$ cat src/rtl/gcpg_pkg.sv
// shared types, constants and root functions for the gamma curve point generator
package gcpg_pkg;

    // default sizes
    localparam int LEVEL_BITS_DEF  = 16;
    localparam int POINT_COUNT_DEF = 1024;

    // fixed field widths
    localparam int IDX_W  = 10;
    localparam int POS_W  = 17;
    localparam int CFG_W  = 16;
    localparam int FRAC_W = 16;
    localparam int M_W    = 31;
    localparam int BASE_W = 21;
    localparam int Q_W    = 33;
    localparam int IP_W   = 5;
    localparam int ADDR_W = 5;
    localparam int DATA_W = 32;

    // fixed-point anchors
    localparam logic [POS_W-1:0] ONE_Q16 = 17'd65536;
    localparam logic [M_W-1:0]   ONE_Q30 = 31'h4000_0000;

    // register reset values
    localparam logic [CFG_W-1:0] GAMMA_RST = 16'd4096;
    localparam logic [CFG_W-1:0] UNITY_RST = 16'd16384;
    localparam int               CEIL_RST  = 16384;

    // register indexes
    typedef enum logic [2:0] {
        REG_GAMMA      = 3'd0,
        REG_BRIGHTNESS = 3'd1,
        REG_CONTRAST   = 3'd2,
        REG_BAL_RED    = 3'd3,
        REG_BAL_GREEN  = 3'd4,
        REG_BAL_BLUE   = 3'd5,
        REG_FLOOR      = 3'd6,
        REG_CEILING    = 3'd7
    } t_reg_idx;

    // control tag travelling with every word
    typedef struct packed {
        logic             vld;
        logic             zero;
        logic [IDX_W-1:0] idx;
    } t_tag;

    // truncated integer square root, elaboration only
    function automatic logic [63:0] isqrt64(input logic [63:0] v);
        logic [63:0] r;
        logic [63:0] rem;
        logic [63:0] b;
        r   = '0;
        rem = v;
        for (int i = 0; i < 32; i++) begin
            b = 64'd1 << (62 - 2 * i);
            if (rem >= r + b) begin
                rem = rem - (r + b);
                r   = (r >> 1) + b;
            end else begin
                r = r >> 1;
            end
        end
        return r;
    endfunction

    // r_k = 2^(-2^-k) in Q.30 by repeated square roots of 0.5
    function automatic logic [M_W-1:0] exp_root(input int k);
        logic [63:0] prev;
        prev = 64'h2000_0000;
        for (int j = 1; j <= k; j++) begin
            prev = isqrt64(prev << 30);
        end
        return prev[M_W-1:0];
    endfunction

endpackage

$ cat src/rtl/gcpg_exp_cell.sv
// one conditional root multiply of the exp2 chain
module gcpg_exp_cell #(
    parameter int STEP = 1
) (
    input  logic                           i_clk,
    input  logic                           i_rst_n,
    input  gcpg_pkg::t_tag                 i_tag,
    input  logic [gcpg_pkg::M_W-1:0]       i_p,
    input  logic [gcpg_pkg::FRAC_W-1:0]    i_fr,
    input  logic [gcpg_pkg::IP_W-1:0]      i_ip,
    output gcpg_pkg::t_tag                 o_tag,
    output logic [gcpg_pkg::M_W-1:0]       o_p,
    output logic [gcpg_pkg::FRAC_W-1:0]    o_fr,
    output logic [gcpg_pkg::IP_W-1:0]      o_ip
);
    localparam logic [gcpg_pkg::M_W-1:0] ROOT = gcpg_pkg::exp_root(STEP);
    localparam int BIT = gcpg_pkg::FRAC_W - STEP;

    gcpg_pkg::t_tag                  r_tag;
    logic [gcpg_pkg::M_W-1:0]        r_p, n_p;
    logic [gcpg_pkg::FRAC_W-1:0]     r_fr;
    logic [gcpg_pkg::IP_W-1:0]       r_ip;
    logic [2*gcpg_pkg::M_W-1:0]      prod;

    // multiply by this step's root when its exponent bit is set
    always_comb begin
        prod = {{gcpg_pkg::M_W{1'b0}}, i_p} * {{gcpg_pkg::M_W{1'b0}}, ROOT};
        n_p  = i_fr[BIT] ? prod[gcpg_pkg::M_W+29:30] : i_p;
    end

    always_ff @(posedge i_clk) begin
        if (!i_rst_n) begin
            r_tag <= '0;
        end else begin
            r_tag <= i_tag;
        end
    end

    always_ff @(posedge i_clk) begin
        r_p  <= n_p;
        r_fr <= i_fr;
        r_ip <= i_ip;
    end

    assign o_tag = r_tag;
    assign o_p   = r_p;
    assign o_fr  = r_fr;
    assign o_ip  = r_ip;
endmodule
$ cat config.mk
export PLATFORM = sky130hd
export DESIGN_NAME = gcpg_exp_cell
export DESIGN_NICKNAME = d
export VERILOG_FILES = /design/src/rtl/gcpg_pkg.sv /design/src/rtl/gcpg_exp_cell.sv
export SDC_FILE = /design/constraint.sdc
export NUM_CORES = 1
export LEC_CHECK = 0
export ABC_AREA = 1
export BUFFER_PORTS_ARGS = -buffer_cell sky130_fd_sc_hd__clkbuf_2
export CORE_MARGIN = 1
export CORE_UTILIZATION = 64
export DETAILED_ROUTE_END_ITERATION = 16
export PLACE_DENSITY = 0.95
export SLEW_MARGIN = 0
export SYNTH_ARGS = -nofsm -noshare
export SYNTH_HDL_FRONTEND = slang
export SYNTH_SLANG_ARGS = --single-unit
$ cat constraint.sdc
create_clock -name i_clk -period 11.55 [get_ports i_clk]
set_input_delay 1.155 -clock i_clk [delete_from_list [all_inputs] [get_ports i_clk]]
set_output_delay 1.155 -clock i_clk [all_outputs]
set_load 0.005 [all_outputs]
# After elaboration in Yosys (flattened, before gate mapping)

Cells that the tools add are included.
Widths: inputs -> output; s select.

Flip-flop bits (word level): 64

Multiply operators: 1
Multiplexer cells: 1

Operators with widths:

| kind                   | count |
|---|---|
| $mul 31x28->59 const B | 1 |
| $mux 31                | 1 |

# Logic depth before layout (Yosys ltp)

Word-level depth: 2
Mapped depth: 27

# Worst setup path after synthesis

OpenSTA, ideal clock, no wires.

Kind: input-to-reg
Start point: in i_p[20] in the netlist's numbering
End point: reg r_p, in the netlist o_p[2]
Data arrival time: 5.930 ns
Required time: 11.437 ns
Setup slack: 5.507 ns
Cell stages on the path: 25
Buffers on the path: 0
Path through: ha_1 > fa_1 > inv_1 > fa_1 > inv_1 > fa_1 > inv_1 > fa_1 > inv_1 > fa_1 > inv_1 > fa_1 > inv_1 > ha_1 > nand2_1 > inv_1 > nand2_1 > nand2_1 > inv_1 > nand2_1 > inv_1 > nand3_1 > or2_2 > nand3_1 > nand2_1

Cells in the longest elaborated chain, start to end: 2

RTL lines:

| what                   | line                | text |
|---|---|---|
| start: declaration     | gcpg_exp_cell.sv:8  | `input logic [gcpg_pkg::M_W-1:0] i_p,` |
| $mul 31x28->59         | gcpg_exp_cell.sv:27 | `prod = {{gcpg_pkg::M_W{1'b0}}, i_p} * {{gcpg_pkg::M_W{1'b0}}, ROOT};` |
| $mux 31                | gcpg_exp_cell.sv:28 | `n_p = i_fr[BIT] ? prod[gcpg_pkg::M_W+29:30] : i_p;` |
| net n_p, one bit       | gcpg_exp_cell.sv:20 | `logic [gcpg_pkg::M_W-1:0] r_p, n_p;` |
| end signal: assignment | gcpg_exp_cell.sv:40 | `r_p <= n_p;` |
| end: declaration       | gcpg_exp_cell.sv:20 |  |

The timed path passes the listed nets, and every way through them passes these cells.
A chain may end at the register's enable or synchronous reset.

# Worst setup path after layout

Start point: in i_p[29] in the netlist's numbering
End point: reg r_p, in the netlist o_p[23]

Same word-level chain as after synthesis.

==> out/metrics.yaml <==
status: "completed"
synth_compound_area_share_pct: 2.02
synth_nets: 3137
grt_pass1_vias: 16600
post_synth.cell_area_avg_sq_um: 7.75
die_x_microns: 173
placed_cell_area_sq_um: 19800
initial_core_util_pct: 65.1
nets: 3271
synth_cell_types: 34
synth_simple_gate_area_share_pct: 16.6
cts_made_buffers: 9
avgRoutedWirePerCell_microns: 18.4
routed-via-count: 15400
drt_iter0_drc: 1287
rsz0062_at_grt: "false"
hold_viol: 0
cts_buffer_depth: 2
h-tree-depth: 3
ys_ff_latch: 64
holdBufCountCts: 0
antenna_found_initial: 0
seq_area_frac_synth_pct: 6.84
antenna_left: 0
gp_congestion: 1.03
setup_viol: 0
drtPass1Iterations: 6
arrival_ns: 7.01
grt_usage_pct: 37.8
port_buffers: 129
cts-root-buf: "clkbuf_16"
dieArea_sq_um: 29900
fillers: 2314
area_growth_pct: 7.60
crit_fanout: 10
clock.fmax_ghz: 0.148
relSlewSlack_pct: 28.3
drive_gt1_share_pct: 7.98
fin_crit_sh_pct: 58.6
finalWirelength_mm: 54.0
worst_hold_slack_ns: 0.898
synth_top_family_by_area: "adder cells"
synth_area_sq_um: 18700
critPathKind: "primary input to register"
yosysWarnings: 0
drc: 0
rows: 62
worst_setup_path_end_kind: "register"
pin_count: 130
synthMuxAreaShare_pct: 0
slew_viol_final: 0
postCtsSetupBuffers: 0
worst_pin_slew_ns: 1.07
grt_pass1_wl_mm: 86.0
cts_resized: 0
fin_crit_ns: 6.77
via_per_inst: 5.24
synth_cells: 2417
synth_fa_ha_area_share_pct: 55.9
clk_pin_slew_ns: 0.06
hp-class: "primary input to register"
final_cell_area_sq_um: 20200
dp_hpwl_mm: 47.9
final_common_cell: "inv_1"
cts_sinks: 64
layout_common_cells: "836 x inv_1, 551 x nand2_1, 349 x ha_1, 305 x fa_1, 129 x clkbuf_2"
die_y_microns: 173
grt_max_degree: 40
worstPathRequired_ns: 11.79
tritoncts: "built"
final_util_pct: 70.0
cp-start-kind: "primary input"
drv_cap: 0
diodes: 0
core-area_sq_um: 28800
gr-total-overflow: 0
synth_xor_area_share_pct: 1.45
tns_ns: 0
## routing by layer
metal  track usage, %  vias to the layer above  share of wire [%]
met4             16.8                        0                5.0
li1                 -                     7223                  -
met2             63.5                      688                 46
met3             5.30                      161                8.3
met5                0                        -                  0
met1             48.6                     7327                 41
## area by class of cell
class | instances | area [sq um] | area share, %
clock buffer | 9 | 225 | 1.12
clock inverter | 7 | 96.3 | 0.478
inverter | 849 | 3190 | 15.8
multi-input combinational | 1497 | 14200 | 70.6
sequential | 64 | 1280 | 6.36
tap | 384 | 480 | 2.38
timing repair buffer | 130 | 653 | 3.24
## through the flow
step / instances / setup slack, ns
final: 2940 / 4.78
after global routing: 2940 / 4.60
after CTS: 2940 / 4.86
after detailed placement: 2924 / 4.49
after global placement: 2924 / 4.54
after floorplan: 2417 / 5.51
## critical path: stages
cell and delay [ns]:
clkbuf_2 0.34, inv_1 0.27, ha_1 0.40, fa_1 0.49, fa_1 0.56, inv_1 0.06, fa_1 0.50, inv_1 0.06
fa_1 0.55, fa_1 0.43, fa_1 0.49, inv_1 0.04, ha_1 0.39, nand2_2 0.12, nor2_2 0.19, nand2_1 0.14
nor2_2 0.22, and2_1 0.16, nand2_1 0.07, nand3_1 0.08, nand2_1 0.06, nand3_1 0.16, nand2_1 0.07
## cell families (layout without fill, tap and decap cells)
| kind of cell | Yosys count | count (layout) |
|---|---|---|
| AOI/OAI and AO/OA | 68 | 68 |
| and+or+nand+nor | 744 | 744 |
| buffers and inverters | 856 | 995 |
| adders and majority gates | 654 | 654 |
| DFF | 64 | 64 |
| xor gates and xnor gates | 31 | 31 |
## Yosys cell counts
cell	number	area (sq um)
inv_1	836	3140
nand2_1	551	2070
ha_1	349	4370
fa_1	305	6110
nand3_1	66	330
dfxtp_1	64	1280
nor2_1	62	233
a21oi_1	37	185
xor2_1	22	193
nor2_2	16	100
inv_2	12	45.0
nand2_2	11	68.8
nand4_1	10	62.6
o21ai_0	10	50.1
nor2_4	9	101
xnor2_1	9	78.8
a21o_1	8	60.1
o21ai_1	6	30.0
nor3_1	4	20.0
clkbuf_1	3	11.3
nand3_2	3	30.0
nand3b_1	3	22.5
nor3_2	3	30.0
o21bai_1	3	22.5
and2_1	2	12.5
and3_1	2	12.5
buf_2	2	10.0
o21ai_2	2	17.5
or2_2	2	12.5
a31oi_1	1	6.26
buf_1	1	3.75
buf_4	1	7.51
clkinv_1	1	3.75
o21a_1	1	7.51
## registers in the layout, summed over array words and instances (netlist names)
name   count
o_p       31
o_ip       5
o_fr      16
o_tag     12
## worst paths after layout
kind / start / to / slack [ns] / cells after the start
setup / recovery: i_p[29] / o_p[23]$_DFF_P_ / 4.78 / 23
hold / removal: i_fr[6] / o_fr[6]$_DFF_P_ / 0.90 / 1
Power is not shown: default switching activity piles up to over one toggle a cycle in this logic, so the estimate is an artifact.
