===== src/rtl/gcpg_pkg.sv =====
// shared types, constants and root functions for the gamma curve point generator
package gcpg_pkg;

    // default sizes
    localparam int LEVEL_BITS_DEF  = 16;
    localparam int POINT_COUNT_DEF = 1024;

    // fixed field widths
    localparam int IDX_W  = 10;
    localparam int POS_W  = 17;
    localparam int CFG_W  = 16;
    localparam int FRAC_W = 16;
    localparam int M_W    = 31;
    localparam int BASE_W = 21;
    localparam int Q_W    = 33;
    localparam int IP_W   = 5;
    localparam int ADDR_W = 5;
    localparam int DATA_W = 32;

    // fixed-point anchors
    localparam logic [POS_W-1:0] ONE_Q16 = 17'd65536;
    localparam logic [M_W-1:0]   ONE_Q30 = 31'h4000_0000;

    // register reset values
    localparam logic [CFG_W-1:0] GAMMA_RST = 16'd4096;
    localparam logic [CFG_W-1:0] UNITY_RST = 16'd16384;
    localparam int               CEIL_RST  = 16384;

    // register indexes
    typedef enum logic [2:0] {
        REG_GAMMA      = 3'd0,
        REG_BRIGHTNESS = 3'd1,
        REG_CONTRAST   = 3'd2,
        REG_BAL_RED    = 3'd3,
        REG_BAL_GREEN  = 3'd4,
        REG_BAL_BLUE   = 3'd5,
        REG_FLOOR      = 3'd6,
        REG_CEILING    = 3'd7
    } t_reg_idx;

    // control tag travelling with every word
    typedef struct packed {
        logic             vld;
        logic             zero;
        logic [IDX_W-1:0] idx;
    } t_tag;

    // truncated integer square root, elaboration only
    function automatic logic [63:0] isqrt64(input logic [63:0] v);
        logic [63:0] r;
        logic [63:0] rem;
        logic [63:0] b;
        r   = '0;
        rem = v;
        for (int i = 0; i < 32; i++) begin
            b = 64'd1 << (62 - 2 * i);
            if (rem >= r + b) begin
                rem = rem - (r + b);
                r   = (r >> 1) + b;
            end else begin
                r = r >> 1;
            end
        end
        return r;
    endfunction

    // r_k = 2^(-2^-k) in Q.30 by repeated square roots of 0.5
    function automatic logic [M_W-1:0] exp_root(input int k);
        logic [63:0] prev;
        prev = 64'h2000_0000;
        for (int j = 1; j <= k; j++) begin
            prev = isqrt64(prev << 30);
        end
        return prev[M_W-1:0];
    endfunction

endpackage


===== src/rtl/gcpg_div_cell.sv =====
// one restoring division step of the exponent divide
module gcpg_div_cell (
    input  logic                          i_clk,
    input  logic                          i_rst_n,
    input  gcpg_pkg::t_tag                i_tag,
    input  logic [gcpg_pkg::CFG_W-1:0]    i_rem,
    input  logic [gcpg_pkg::Q_W-1:0]      i_q,
    input  logic [gcpg_pkg::CFG_W-1:0]    i_g,
    output gcpg_pkg::t_tag                o_tag,
    output logic [gcpg_pkg::CFG_W-1:0]    o_rem,
    output logic [gcpg_pkg::Q_W-1:0]      o_q
);
    gcpg_pkg::t_tag                 r_tag;
    logic [gcpg_pkg::CFG_W-1:0]     r_rem, n_rem;
    logic [gcpg_pkg::Q_W-1:0]       r_q,   n_q;
    logic [gcpg_pkg::CFG_W:0]       rs;
    logic [gcpg_pkg::CFG_W:0]       diff;
    logic                           ge;

    // shift in next numerator bit, subtract if it fits
    always_comb begin
        rs    = {i_rem, i_q[gcpg_pkg::Q_W-1]};
        diff  = rs - {1'b0, i_g};
        ge    = (rs >= {1'b0, i_g});
        n_rem = ge ? diff[gcpg_pkg::CFG_W-1:0] : rs[gcpg_pkg::CFG_W-1:0];
        n_q   = {i_q[gcpg_pkg::Q_W-2:0], ge};
    end

    always_ff @(posedge i_clk) begin
        if (!i_rst_n) begin
            r_tag <= '0;
        end else begin
            r_tag <= i_tag;
        end
    end

    always_ff @(posedge i_clk) begin
        r_rem <= n_rem;
        r_q   <= n_q;
    end

    assign o_tag = r_tag;
    assign o_rem = r_rem;
    assign o_q   = r_q;
endmodule


===== config.mk =====
export PLATFORM = sky130hd
export DESIGN_NAME = gcpg_div_cell
export DESIGN_NICKNAME = d
export VERILOG_FILES = /design/src/rtl/gcpg_pkg.sv /design/src/rtl/gcpg_div_cell.sv
export SDC_FILE = /design/constraint.sdc
export NUM_CORES = 1
export LEC_CHECK = 0
export BUFFER_PORTS_ARGS = -buffer_cell sky130_fd_sc_hd__buf_4
export CAP_MARGIN = 20
export CORE_ASPECT_RATIO = 1.25
export CORE_MARGIN = 2
export CORE_UTILIZATION = 45
export DETAILED_ROUTE_END_ITERATION = 8
export GPL_TIMING_DRIVEN = 0
export PLACE_DENSITY = 0.78
export SLEW_MARGIN = 20
export SYNTH_ARGS = -nofsm -noshare
export SYNTH_HDL_FRONTEND = slang
export SYNTH_SLANG_ARGS = --single-unit
export TNS_END_PERCENT = 1

===== constraint.sdc =====
create_clock -name i_clk -period 4.8 [get_ports i_clk]
set_clock_uncertainty 0.15 [all_clocks]
set_input_delay 0.48 -clock i_clk [delete_from_list [all_inputs] [get_ports i_clk]]
set_output_delay 0.48 -clock i_clk [all_outputs]
set_load 0.05 [all_outputs]

[After elaboration in Yosys (flattened, before gate mapping)]
Cells that the tools add are included.
Word-level totals
  input bits: 79
  flip-flop bits (word level): 61
  output and inout port bits: 61
Cells by class
  order comparisons: 1
  add/subtract/negate cells: 1
  multiplexer cells: 1
Operators by type and width (count)
  $ge 17x16->1: 1
  $mux 16: 1
  $sub 16x16->16: 1

[Depth between registers and ports, before layout]
  depth in word-level cells: 2
  mapped depth: 11
  gate-level depth less buffers: 9

[Worst setup path before layout]
No wires, ideal clock.
  kind: input to register
  start: input i_q[32] (netlist bit)
  end: register r_rem, in the netlist o_rem[14]
  path slack: 2.274 ns
  stages: 9
  library setup time: 0.121 ns
  arrival time: 2.254 ns
  data required time: 4.529 ns
  path buffers: 0
  path through: inv_1 -> ha_1 -> fa_1 -> or2b_1 -> o2bb2ai_1 -> o221ai_1 -> a31oi_1 -> xnor2_1 -> mux2_4
Between the ends
  word-level cells in the longest chain between the ends: 2
  elaborated cells between the ends (all ways): 3
  classes of those cells: 1 x add/sub; 1 x order compare; 1 x mux
Ends and longest elaborated chain
  start: declaration: RTL line gcpg_div_cell.sv:7  | input logic [gcpg_pkg::Q_W-1:0] i_q,
  $sub 16x16->16 or $ge 17x16->1 (tied branches): RTL line gcpg_div_cell.sv:23, gcpg_div_cell.sv:24
  $mux 16 *: RTL line gcpg_div_cell.sv:25  | n_rem = ge ? diff[gcpg_pkg::CFG_W-1:0] : rs[gcpg_pkg::CFG_W-1:0];
  via n_rem (one bit): RTL line gcpg_div_cell.sv:14  | logic [gcpg_pkg::CFG_W-1:0] r_rem, n_rem;
  end signal: assignment: RTL line gcpg_div_cell.sv:38  | r_rem <= n_rem;
  end: declaration: RTL line gcpg_div_cell.sv:14
The timed path passes the listed nets; every way through them passes the cells marked *.
A chain may end at the register's enable or synchronous reset.

[Final worst setup path]
  start: input i_q[32] (netlist bit)
  end: register r_rem, in the netlist o_rem[10]
The elaborated chain is that of the path after synthesis.

==> summary.txt <==
status -> completed
Max-cap violations -> 0
Highest Signal Layer -> met4
Post-CTS Repair Setup Buffers -> 0
Reg clk slew, reported paths -> 0.07 ns
Finish-stage setup viols -> 0
min-delay src -> i_q[12]
Synth top area share -> 51.2%
Layout Cells excl Fill -> 428
Final period util -> 51.9%
number of global-route vias before repair -> 1,971
Die H -> 85.4 microns
Seq pwr share -> 37.8%
CP Capture Point -> o_rem[10]
wire length per cell -> 14.4 microns
count of final hold-check violations -> 0
Resize count post-CTS -> 0
Fmax -> 401 MHz
synthesized area per cell -> 11.3 sq um
Yosys Warn Count -> 0
Clk pwr share -> 31.1%
mapped cell area -> 2380 sq um
WL met1 -> 2240 microns
Core ar. -> 5080 sq um
DP HPWL -> 4970 microns
switching portion of total power -> 33.7%
hold_ws -> 0.0909 ns
wirelength, routed -> 6160 microns
Ant. Diodes -> 0
die area -> 5900 sq um
Syn Nets -> 307
DR WL met3 -> 632 microns
wire length on met2 -> 3230 microns
Detailed Route Iter0 Violations -> 47
register area share after synthesis -> 51.2%
clock root cell -> clkbuf_8
Yosys cell types -> 43
placed instance count -> 412
CP Class -> in2reg
# rows -> 29
Max transition margin -> 72.8%
Int Pwr -> 0.997 mW
GRT Overall Usage -> 21.1%
pin count of the biggest net entering global routing -> 13
CTS sink count -> 61
CTS H-tree depth -> 3
initial antenna violation count -> 0
DRT Pass-1 Iters -> 5
final setup TNS -> 0 ns
Synth Instances -> 211
highest fanout seen on the critical path -> 4
most frequent cells in the layout -> 139 x buf_4, 61 x dfxtp_1, 19 x inv_1
area leader, netlist -> dfxtp_1
crit path time final -> 2.49 ns
Area contributors post-synth -> dfxtp_1 51%, ha_1 8.4%, mux2_4 5.0%
Residual DRC -> 0
RSZ-0062 raised after global routing -> no
nets -> 457
Combinational Power Share -> 31.1%
P_leak -> 1.87 nW
CP arrival -> 2.57 ns
global-route wire length before repair -> 9550 microns
fraction of layout cells with a size suffix above 1 -> 48.4%
Cell Pwr Density -> 405 nW/um^2
TritonCTS clock tree -> done
Worst Tran Pin Value -> 0.408 ns
most common cell after layout, fill and taps aside -> buf_4
Power, Total -> 1.50 mW
vias per cell -> 4.80
Synth Register Bits -> 61
via count -> 2,053
crit path capture type -> flop
port bufs -> 139
Psw -> 0.506 mW
HP Class -> in2reg
die width -> 69.1 microns
Synth Flop Type -> dfxtp_1
crit start category -> input pin
fin. max-slew vios -> 0
critical path startpoint -> i_q[32]
FFs w/ async S/R, synth -> 0%
EDFF count, synth -> 0
DRT antenna net count -> 0
CTS buffer count -> 9
Max Root-Sink Buffers -> 2
residual overflow from global routing -> 0
maximum VDD drop -> 0.000193 V
IO Pins -> 140
CTS Hold Bufs -> 0
gpl congestion -> 0.852
Critical Path RT -> 4.87 ns
Layout area overhead -> 55.7%
Starting Density -> 46.9%
[sequential cells by signal, indices dropped and copies added (netlist names)]
name,cells
o_q,33
o_rem,16
o_tag,12
[kinds of logic after synthesis]
logic type / count (synthesis) / share of synthesized area, %
buf+inv: 23 / 4.46
flops: 61 / 51.2
mux: 16 / 8.66
compound gates: 39 / 12.0
fa+ha+maj: 17 / 9.24
xor+xnor: 12 / 4.41
simple gates: 43 / 9.97
[cells in the mapped netlist, drive strengths merged (3+ instances only)]
cell and n:
nor2 3, xor2 5, a21oi 13, mux2i 3, mux2 13, dfxtp 61
nand2 9, nand2b 3, o21ai 5, nand4 3, a21o 4, a211o 3
ha 16, nor3 4, o211ai 3, and2 14, inv 20, xnor2 7
[power groups by stage]
stage | Sequential (mW) | Clock [mW] | Combinational, mW
6_report | 0.568 | 0.468 | 0.467
5_1_grt | 0.572 | 0.503 | 0.493
4_1_cts | 0.568 | 0.478 | 0.471
3_5_place_dp | 0.579 | 0 | 0.469
3_3_place_gp | 0.578 | 0 | 0.461
2_1_floorplan | 0.753 | 0 | 0.139
[stage by stage]
stage                     util (%)  instance area (sq um)  setup slack, ns
after floorplan                  -                   2380             2.27
after global placement        69.0                   3500             1.97
after detailed placement      69.0                   3500             1.95
after CTS                     73.1                   3710             2.31
after global routing          73.1                   3710             2.21
final                         73.1                   3710             2.31
[worst min path at each step]
stage | end | slack (ns) | depth (start not counted)
final | o_q[13] | 0.09 | 1
after CTS | o_q[25] | 0.08 | 1
after floorplan | o_q[10] | 0.36 | 0
after global placement | o_q[14] | 0.43 | 1
after global routing | o_q[24] | 0.06 | 1
after detailed placement | o_q[5] | 0.44 | 1
[area by class of cell]
class | count | area, sq um
Timing Repair Buffer | 139 | 1040
Buffer | 3 | 28.8
Tap cell | 62 | 77.6
Inverter | 20 | 77.6
Fill cell | 379 | 1370
Clock inverter | 6 | 70.1
Clock buffer | 10 | 138
Sequential cell | 61 | 1220
Multi-Input combinational cell | 127 | 1060
[metal layers]
layer  up-vias  track usage [%]
li1       1022                -
met1       914             21.8
met2       111             38.1
met3         6             9.74
met4         0             5.88
met5         -                0
[worst max-delay path, cell delays in order]
cell       delay (ns)
buf_4            0.07
inv_1            0.04
ha_1             0.22
fa_1             0.42
or2b_1           0.24
o2bb2ai_1        0.17
o221ai_1         0.36
a21oi_1          0.15
xnor2_1          0.15
mux2_4           0.26
(Power assumes the default switching activity.)
