### config.mk
export PLATFORM = sky130hd
export DESIGN_NAME = gcpg_log_cell
export DESIGN_NICKNAME = d
export VERILOG_FILES = /design/src/rtl/gcpg_pkg.sv /design/src/rtl/gcpg_log_cell.sv
export SDC_FILE = /design/constraint.sdc
export NUM_CORES = 2
export LEC_CHECK = 0
export ABC_AREA = 1
export BUFFER_PORTS_ARGS = -buffer_cell sky130_fd_sc_hd__buf_2
export CELL_PAD_IN_SITES_DETAIL_PLACEMENT = 1
export CELL_PAD_IN_SITES_GLOBAL_PLACEMENT = 1
export CORE_ASPECT_RATIO = 1.75
export CORE_MARGIN = 2
export CORE_UTILIZATION = 49
export DETAILED_ROUTE_END_ITERATION = 7
export PLACE_DENSITY_LB_ADDON = 0.1
export REMOVE_ABC_BUFFERS = 1
export SLEW_MARGIN = 20
export SYNTH_ARGS = -nofsm -noshare
export SYNTH_HDL_FRONTEND = slang
export SYNTH_SLANG_ARGS = --single-unit
export TNS_END_PERCENT = 100
### constraint.sdc
create_clock -name i_clk -period 7.4 [get_ports i_clk]
set_input_delay 0.37 -clock i_clk [delete_from_list [all_inputs] [get_ports i_clk]]
set_output_delay 0.37 -clock i_clk [all_outputs]
set_load 0.03 [all_outputs]
### src/rtl/gcpg_pkg.sv
// shared types, constants and root functions for the gamma curve point generator
package gcpg_pkg;

    // default sizes
    localparam int LEVEL_BITS_DEF  = 16;
    localparam int POINT_COUNT_DEF = 1024;

    // fixed field widths
    localparam int IDX_W  = 10;
    localparam int POS_W  = 17;
    localparam int CFG_W  = 16;
    localparam int FRAC_W = 16;
    localparam int M_W    = 31;
    localparam int BASE_W = 21;
    localparam int Q_W    = 33;
    localparam int IP_W   = 5;
    localparam int ADDR_W = 5;
    localparam int DATA_W = 32;

    // fixed-point anchors
    localparam logic [POS_W-1:0] ONE_Q16 = 17'd65536;
    localparam logic [M_W-1:0]   ONE_Q30 = 31'h4000_0000;

    // register reset values
    localparam logic [CFG_W-1:0] GAMMA_RST = 16'd4096;
    localparam logic [CFG_W-1:0] UNITY_RST = 16'd16384;
    localparam int               CEIL_RST  = 16384;

    // register indexes
    typedef enum logic [2:0] {
        REG_GAMMA      = 3'd0,
        REG_BRIGHTNESS = 3'd1,
        REG_CONTRAST   = 3'd2,
        REG_BAL_RED    = 3'd3,
        REG_BAL_GREEN  = 3'd4,
        REG_BAL_BLUE   = 3'd5,
        REG_FLOOR      = 3'd6,
        REG_CEILING    = 3'd7
    } t_reg_idx;

    // control tag travelling with every word
    typedef struct packed {
        logic             vld;
        logic             zero;
        logic [IDX_W-1:0] idx;
    } t_tag;

    // truncated integer square root, elaboration only
    function automatic logic [63:0] isqrt64(input logic [63:0] v);
        logic [63:0] r;
        logic [63:0] rem;
        logic [63:0] b;
        r   = '0;
        rem = v;
        for (int i = 0; i < 32; i++) begin
            b = 64'd1 << (62 - 2 * i);
            if (rem >= r + b) begin
                rem = rem - (r + b);
                r   = (r >> 1) + b;
            end else begin
                r = r >> 1;
            end
        end
        return r;
    endfunction

    // r_k = 2^(-2^-k) in Q.30 by repeated square roots of 0.5
    function automatic logic [M_W-1:0] exp_root(input int k);
        logic [63:0] prev;
        prev = 64'h2000_0000;
        for (int j = 1; j <= k; j++) begin
            prev = isqrt64(prev << 30);
        end
        return prev[M_W-1:0];
    endfunction

endpackage

### src/rtl/gcpg_log_cell.sv
// one square-and-test step of the log2 chain, also one step of index reduction
module gcpg_log_cell #(
    parameter int STEP        = 1,
    parameter int POINT_COUNT = gcpg_pkg::POINT_COUNT_DEF
) (
    input  logic                            i_clk,
    input  logic                            i_rst_n,
    input  gcpg_pkg::t_tag                  i_tag,
    input  logic [gcpg_pkg::M_W-1:0]        i_m,
    input  logic [gcpg_pkg::FRAC_W-1:0]     i_frac,
    input  logic [gcpg_pkg::BASE_W-1:0]     i_base,
    output gcpg_pkg::t_tag                  o_tag,
    output logic [gcpg_pkg::M_W-1:0]        o_m,
    output logic [gcpg_pkg::FRAC_W-1:0]     o_frac,
    output logic [gcpg_pkg::BASE_W-1:0]     o_base
);
    localparam int          BIT    = gcpg_pkg::FRAC_W - STEP;
    localparam int unsigned SUB    = POINT_COUNT << BIT;
    localparam bit          DO_SUB = (SUB < (1 << gcpg_pkg::IDX_W));
    localparam logic [gcpg_pkg::IDX_W-1:0] SUB_V = DO_SUB ? gcpg_pkg::IDX_W'(SUB) : '0;

    gcpg_pkg::t_tag                  r_tag,  n_tag;
    logic [gcpg_pkg::M_W-1:0]        r_m,    n_m;
    logic [gcpg_pkg::FRAC_W-1:0]     r_frac, n_frac;
    logic [gcpg_pkg::BASE_W-1:0]     r_base;
    logic [2*gcpg_pkg::M_W-1:0]      sq_full;
    logic [gcpg_pkg::M_W:0]          sq;

    // square, renormalize, record fraction bit
    always_comb begin
        sq_full = {{gcpg_pkg::M_W{1'b0}}, i_m} * {{gcpg_pkg::M_W{1'b0}}, i_m};
        sq      = sq_full[2*gcpg_pkg::M_W-1:30];
        n_frac  = i_frac;
        if (sq[gcpg_pkg::M_W]) begin
            n_m         = sq[gcpg_pkg::M_W:1];
            n_frac[BIT] = 1'b1;
        end else begin
            n_m = sq[gcpg_pkg::M_W-1:0];
        end
        // one restoring step of index modulo point count
        n_tag = i_tag;
        if (DO_SUB && (i_tag.idx >= SUB_V)) begin
            n_tag.idx = i_tag.idx - SUB_V;
        end
    end

    always_ff @(posedge i_clk) begin
        if (!i_rst_n) begin
            r_tag <= '0;
        end else begin
            r_tag <= n_tag;
        end
    end

    always_ff @(posedge i_clk) begin
        r_m    <= n_m;
        r_frac <= n_frac;
        r_base <= i_base;
    end

    assign o_tag  = r_tag;
    assign o_m    = r_m;
    assign o_frac = r_frac;
    assign o_base = r_base;
endmodule

**Yosys cells after proc, flatten, opt, wreduce, memory -nomap -nowiden**

Cells that the tools add are included.

- Bits in registers: 80
- Input bits: 82
- Output and inout port bits: 80
- Word-level logic and storage cells: 10

- $mul: 1
- Mux-type cells: 1

Operators by type and width:

| cell | number |
|---|---|
| $mul 31x31->62 | 1 |
| $mux 30 | 1 |

**Logic depth before layout (Yosys ltp)**

- Word-level depth: 2
- Depth in mapped cells: 34
- Mapped depth without buffers: 32

**Worst setup path after synthesis**

OpenSTA, ideal clock, no wires.

- Path type: input port to flip-flop
- Start point: in i_m[25] (netlist name)
- End point: reg r_m (netlist bit o_m[19])
- Setup time: 0.112 ns
- Data arrival time: 6.661 ns
- Required time: 7.288 ns
- Path slack: 0.627 ns
- Stages on the path: 29
- Path buffers: 3
- Cells stage by stage: clkbuf_1 buf_1 nand2_1 fa_1 fa_1 inv_1 fa_1 inv_1 fa_1 inv_1 fa_1 fa_1 fa_1 inv_1 fa_1 inv_1 ha_1 nand2_1 nor2_4 inv_2 nor3_4 nand2_2 nor2_2 nand2_2 nand3_1 nand2_4 buf_8 nand2_2 nand2_1

- Cells in the longest elaborated chain, start to end: 2

RTL lines:

| what | RTL line | text |
|---|---|---|
| from (decl) | gcpg_log_cell.sv:9 | `input logic [gcpg_pkg::M_W-1:0] i_m,` |
| $mul 31x31->62 | gcpg_log_cell.sv:31 | `sq_full = {{gcpg_pkg::M_W{1'b0}}, i_m} * {{gcpg_pkg::M_W{1'b0}}, i_m};` |
| $mux 30 | gcpg_log_cell.sv:34 | `if (sq[gcpg_pkg::M_W]) begin` |
| named net n_m, one bit | gcpg_log_cell.sv:23 | `logic [gcpg_pkg::M_W-1:0] r_m, n_m;` |
| to (signal assigned) | gcpg_log_cell.sv:56 | `r_m <= n_m;` |
| to (decl) | gcpg_log_cell.sv:23 |  |

The timed path passes the listed nets, and every way through them passes these cells.
A chain may end at the register's enable or synchronous reset.

**Worst setup path in the final report**

- Start point: in i_m[9] (netlist name)
- End point: reg r_m (netlist bit o_m[13])

Same word-level chain as after synthesis.

==> impl_metrics.yaml <==
finish:
  nets: 5312
  multiInputGateArea_sq_um: 24200
  syn_to_final_growth_pct: 10.2
  regArea_sq_um: 1600
  drive_above_1_share: 0.0927
  fill_cells: 8011
worst_setup_path:
  critPathCaptureType: "flop"
  crit_buf_inv: 7
  cpMostUsedCell: "fa_1"
  cp_slowest_stage_delay_ns: 0.58
  worst-endpoint-required_ns: 7.63
  critPathTopFamily: "adder cells"
  arrival_ns: 7.28
  cp_slowest_cell: "fa_1"
  critPathKind: "input port to flop"
  critPathMaxFanout: 18
  start_kind: "input port"
die:
  start_util: 0.495
  die_y_um: 338
  rows: 122
  die_x_um: 195
  die-area_sq_um: 66000
  core-area_sq_um: 63200
  io_pins: 162
synth:
  synth-seq-cells: 80
  yosys.area.top_type_share: 0.478
  synth.top_cells.by_area: "fa_1 (48%), inv_1 (16%), nand2_1 (13%)"
  synthFlopType: "dfxtp_1"
  synth_cell_types: 40
  yosys_warnings: 0
  ys_top_cells_by_count: "inv_1 (1,350), nand2_1 (1,055), fa_1 (747)"
  async_flop_share: 0
  post_synth_instance_area_sq_um: 31300
  synth.most_common_cell: "inv_1"
  synth_top_area_cell: "fa_1"
  synth_edf_count: 0
  syn_inst: 3965
  synth_seq_area_share: 0.0512
  avgSynthCellArea_sq_um: 7.89
place:
  gp_congestion: 0.922
  place_hpwl_um: 87700
  io_buffers: 161
route:
  drtPass1Iterations: 4
  routed_wire_length_per_instance_um: 19.0
  drc_errors: 0
  ant_nets: 0
  via_per_inst: 4.96
  drt_iter0_drc: 666
  via_count: 24900
  routed_wl_um: 95300
clock_network:
  clkSinkCount: 80
  max-clock-path-buffers: 2
  cts_root_buf: "clkbuf_16"
  ctsHoldBuffers: 0
  ctsResizeCount: 0
  cts_buffers: 9
  cts_tree: "yes"
  post_cts_buffers: 0
  htreeDepth: 3
  clk_pin_slew_ns: 0.06
global_routing:
  grt_max_degree: 25
  grt_pass1_vias: 30000
  grt_use_total: 0.306
  grt_antenna_before_repair: 0
  grt_pass1_wl_um: 155000
  gr-total-overflow: 0
outcome:
  outcome: "completed"
flow_run:
  drv_cap: 0
sta:
  min_period_over_period: 0.952
  maxSlewViolCount: 0
  relSlewSlack: 0.511
  layout_min_cycle_time_ns: 7.05
  fin_tns_setup_ns: 0
  setup_viol: 0
  rsz0062_at_grt: "false"
  fmax_mhz: 142
  report.final.hold_viol_count: 0
  tightest_slew_ns: 0.734
worst_hold_path:
  hold_class: "input port to flop"
[state kept, by name, indices dropped and copies added, names as in the netlist]
signal,count
o_m,31
o_tag,12
o_base,21
o_frac,16
[per-layer routing]
layer | global-route usage | share of wire | vias to the layer above
met5 | 0 | 0 | -
met2 | 0.653 | 0.61 | 444
met3 | 0.0214 | 0.019 | 260
met1 | 0.272 | 0.31 | 12800
li1 | - | - | 11500
met4 | 0.168 | 0.070 | 0
[kinds of logic after synthesis]
family | synth area share
AOI/OAI and AO/OA | 0.0148
DFF | 0.0512
and+or+nand+nor | 0.164
adders and majority gates | 0.585
xor gates and xnor gates | 0.00867
buffers and inverters | 0.176
[cells in the final DEF, fill, tap and decap left out, types with 3 or more instances in the layout]
master and instances:
ha_1 269, buf_4 169, nand4_1 15, o21ai_0 13
clkbuf_16 9, xnor2_1 12, dfxtp_1 80, buf_12 10
buf_2 161, fa_1 747, inv_2 4, nor3_1 7
nand2_2 18, o21bai_1 11, xor2_1 19, or2_2 4
nor2_1 111, inv_1 1350, nand3_1 68, a21oi_1 51
nand2_1 1055, nor4_1 6, nor2_2 3
[cell type report]
| cell class | count | share of cell area |
|---|---|---|
| multi-input combinational | 2429 | 0.702 |
| inverter | 1354 | 0.147 |
| tap | 806 | 0.0292 |
| sequential | 80 | 0.0464 |
| antenna | 1 | 0.0000726 |
| timing repair buffer | 340 | 0.0660 |
| clock inverter | 6 | 0.00268 |
| clock buffer | 10 | 0.00664 |
[per-stage QoR]
step           setup WS (ns)  cells  utilization  area [sq um]  hold WS, ns
3_5_place_dp          0.0307   5009        0.541         34200        0.474
4_1_cts                0.369   5025        0.546         34500        0.125
6_report               0.354   5026        0.546         34500        0.131
5_1_grt              0.00818   5025        0.546         34500        0.119
2_1_floorplan          0.982   3863            -         30900        0.398
3_3_place_gp           0.107   5009        0.541         34200        0.472
[final timing paths]
path  cells past startpoint         to       from
max                      26    o_m[13]     i_m[9]
min                       1  o_base[6]  i_base[6]
Power is left out: the tool's default activity adds up to more than one toggle a clock period on the data nets, which glitch-free logic cannot reach.
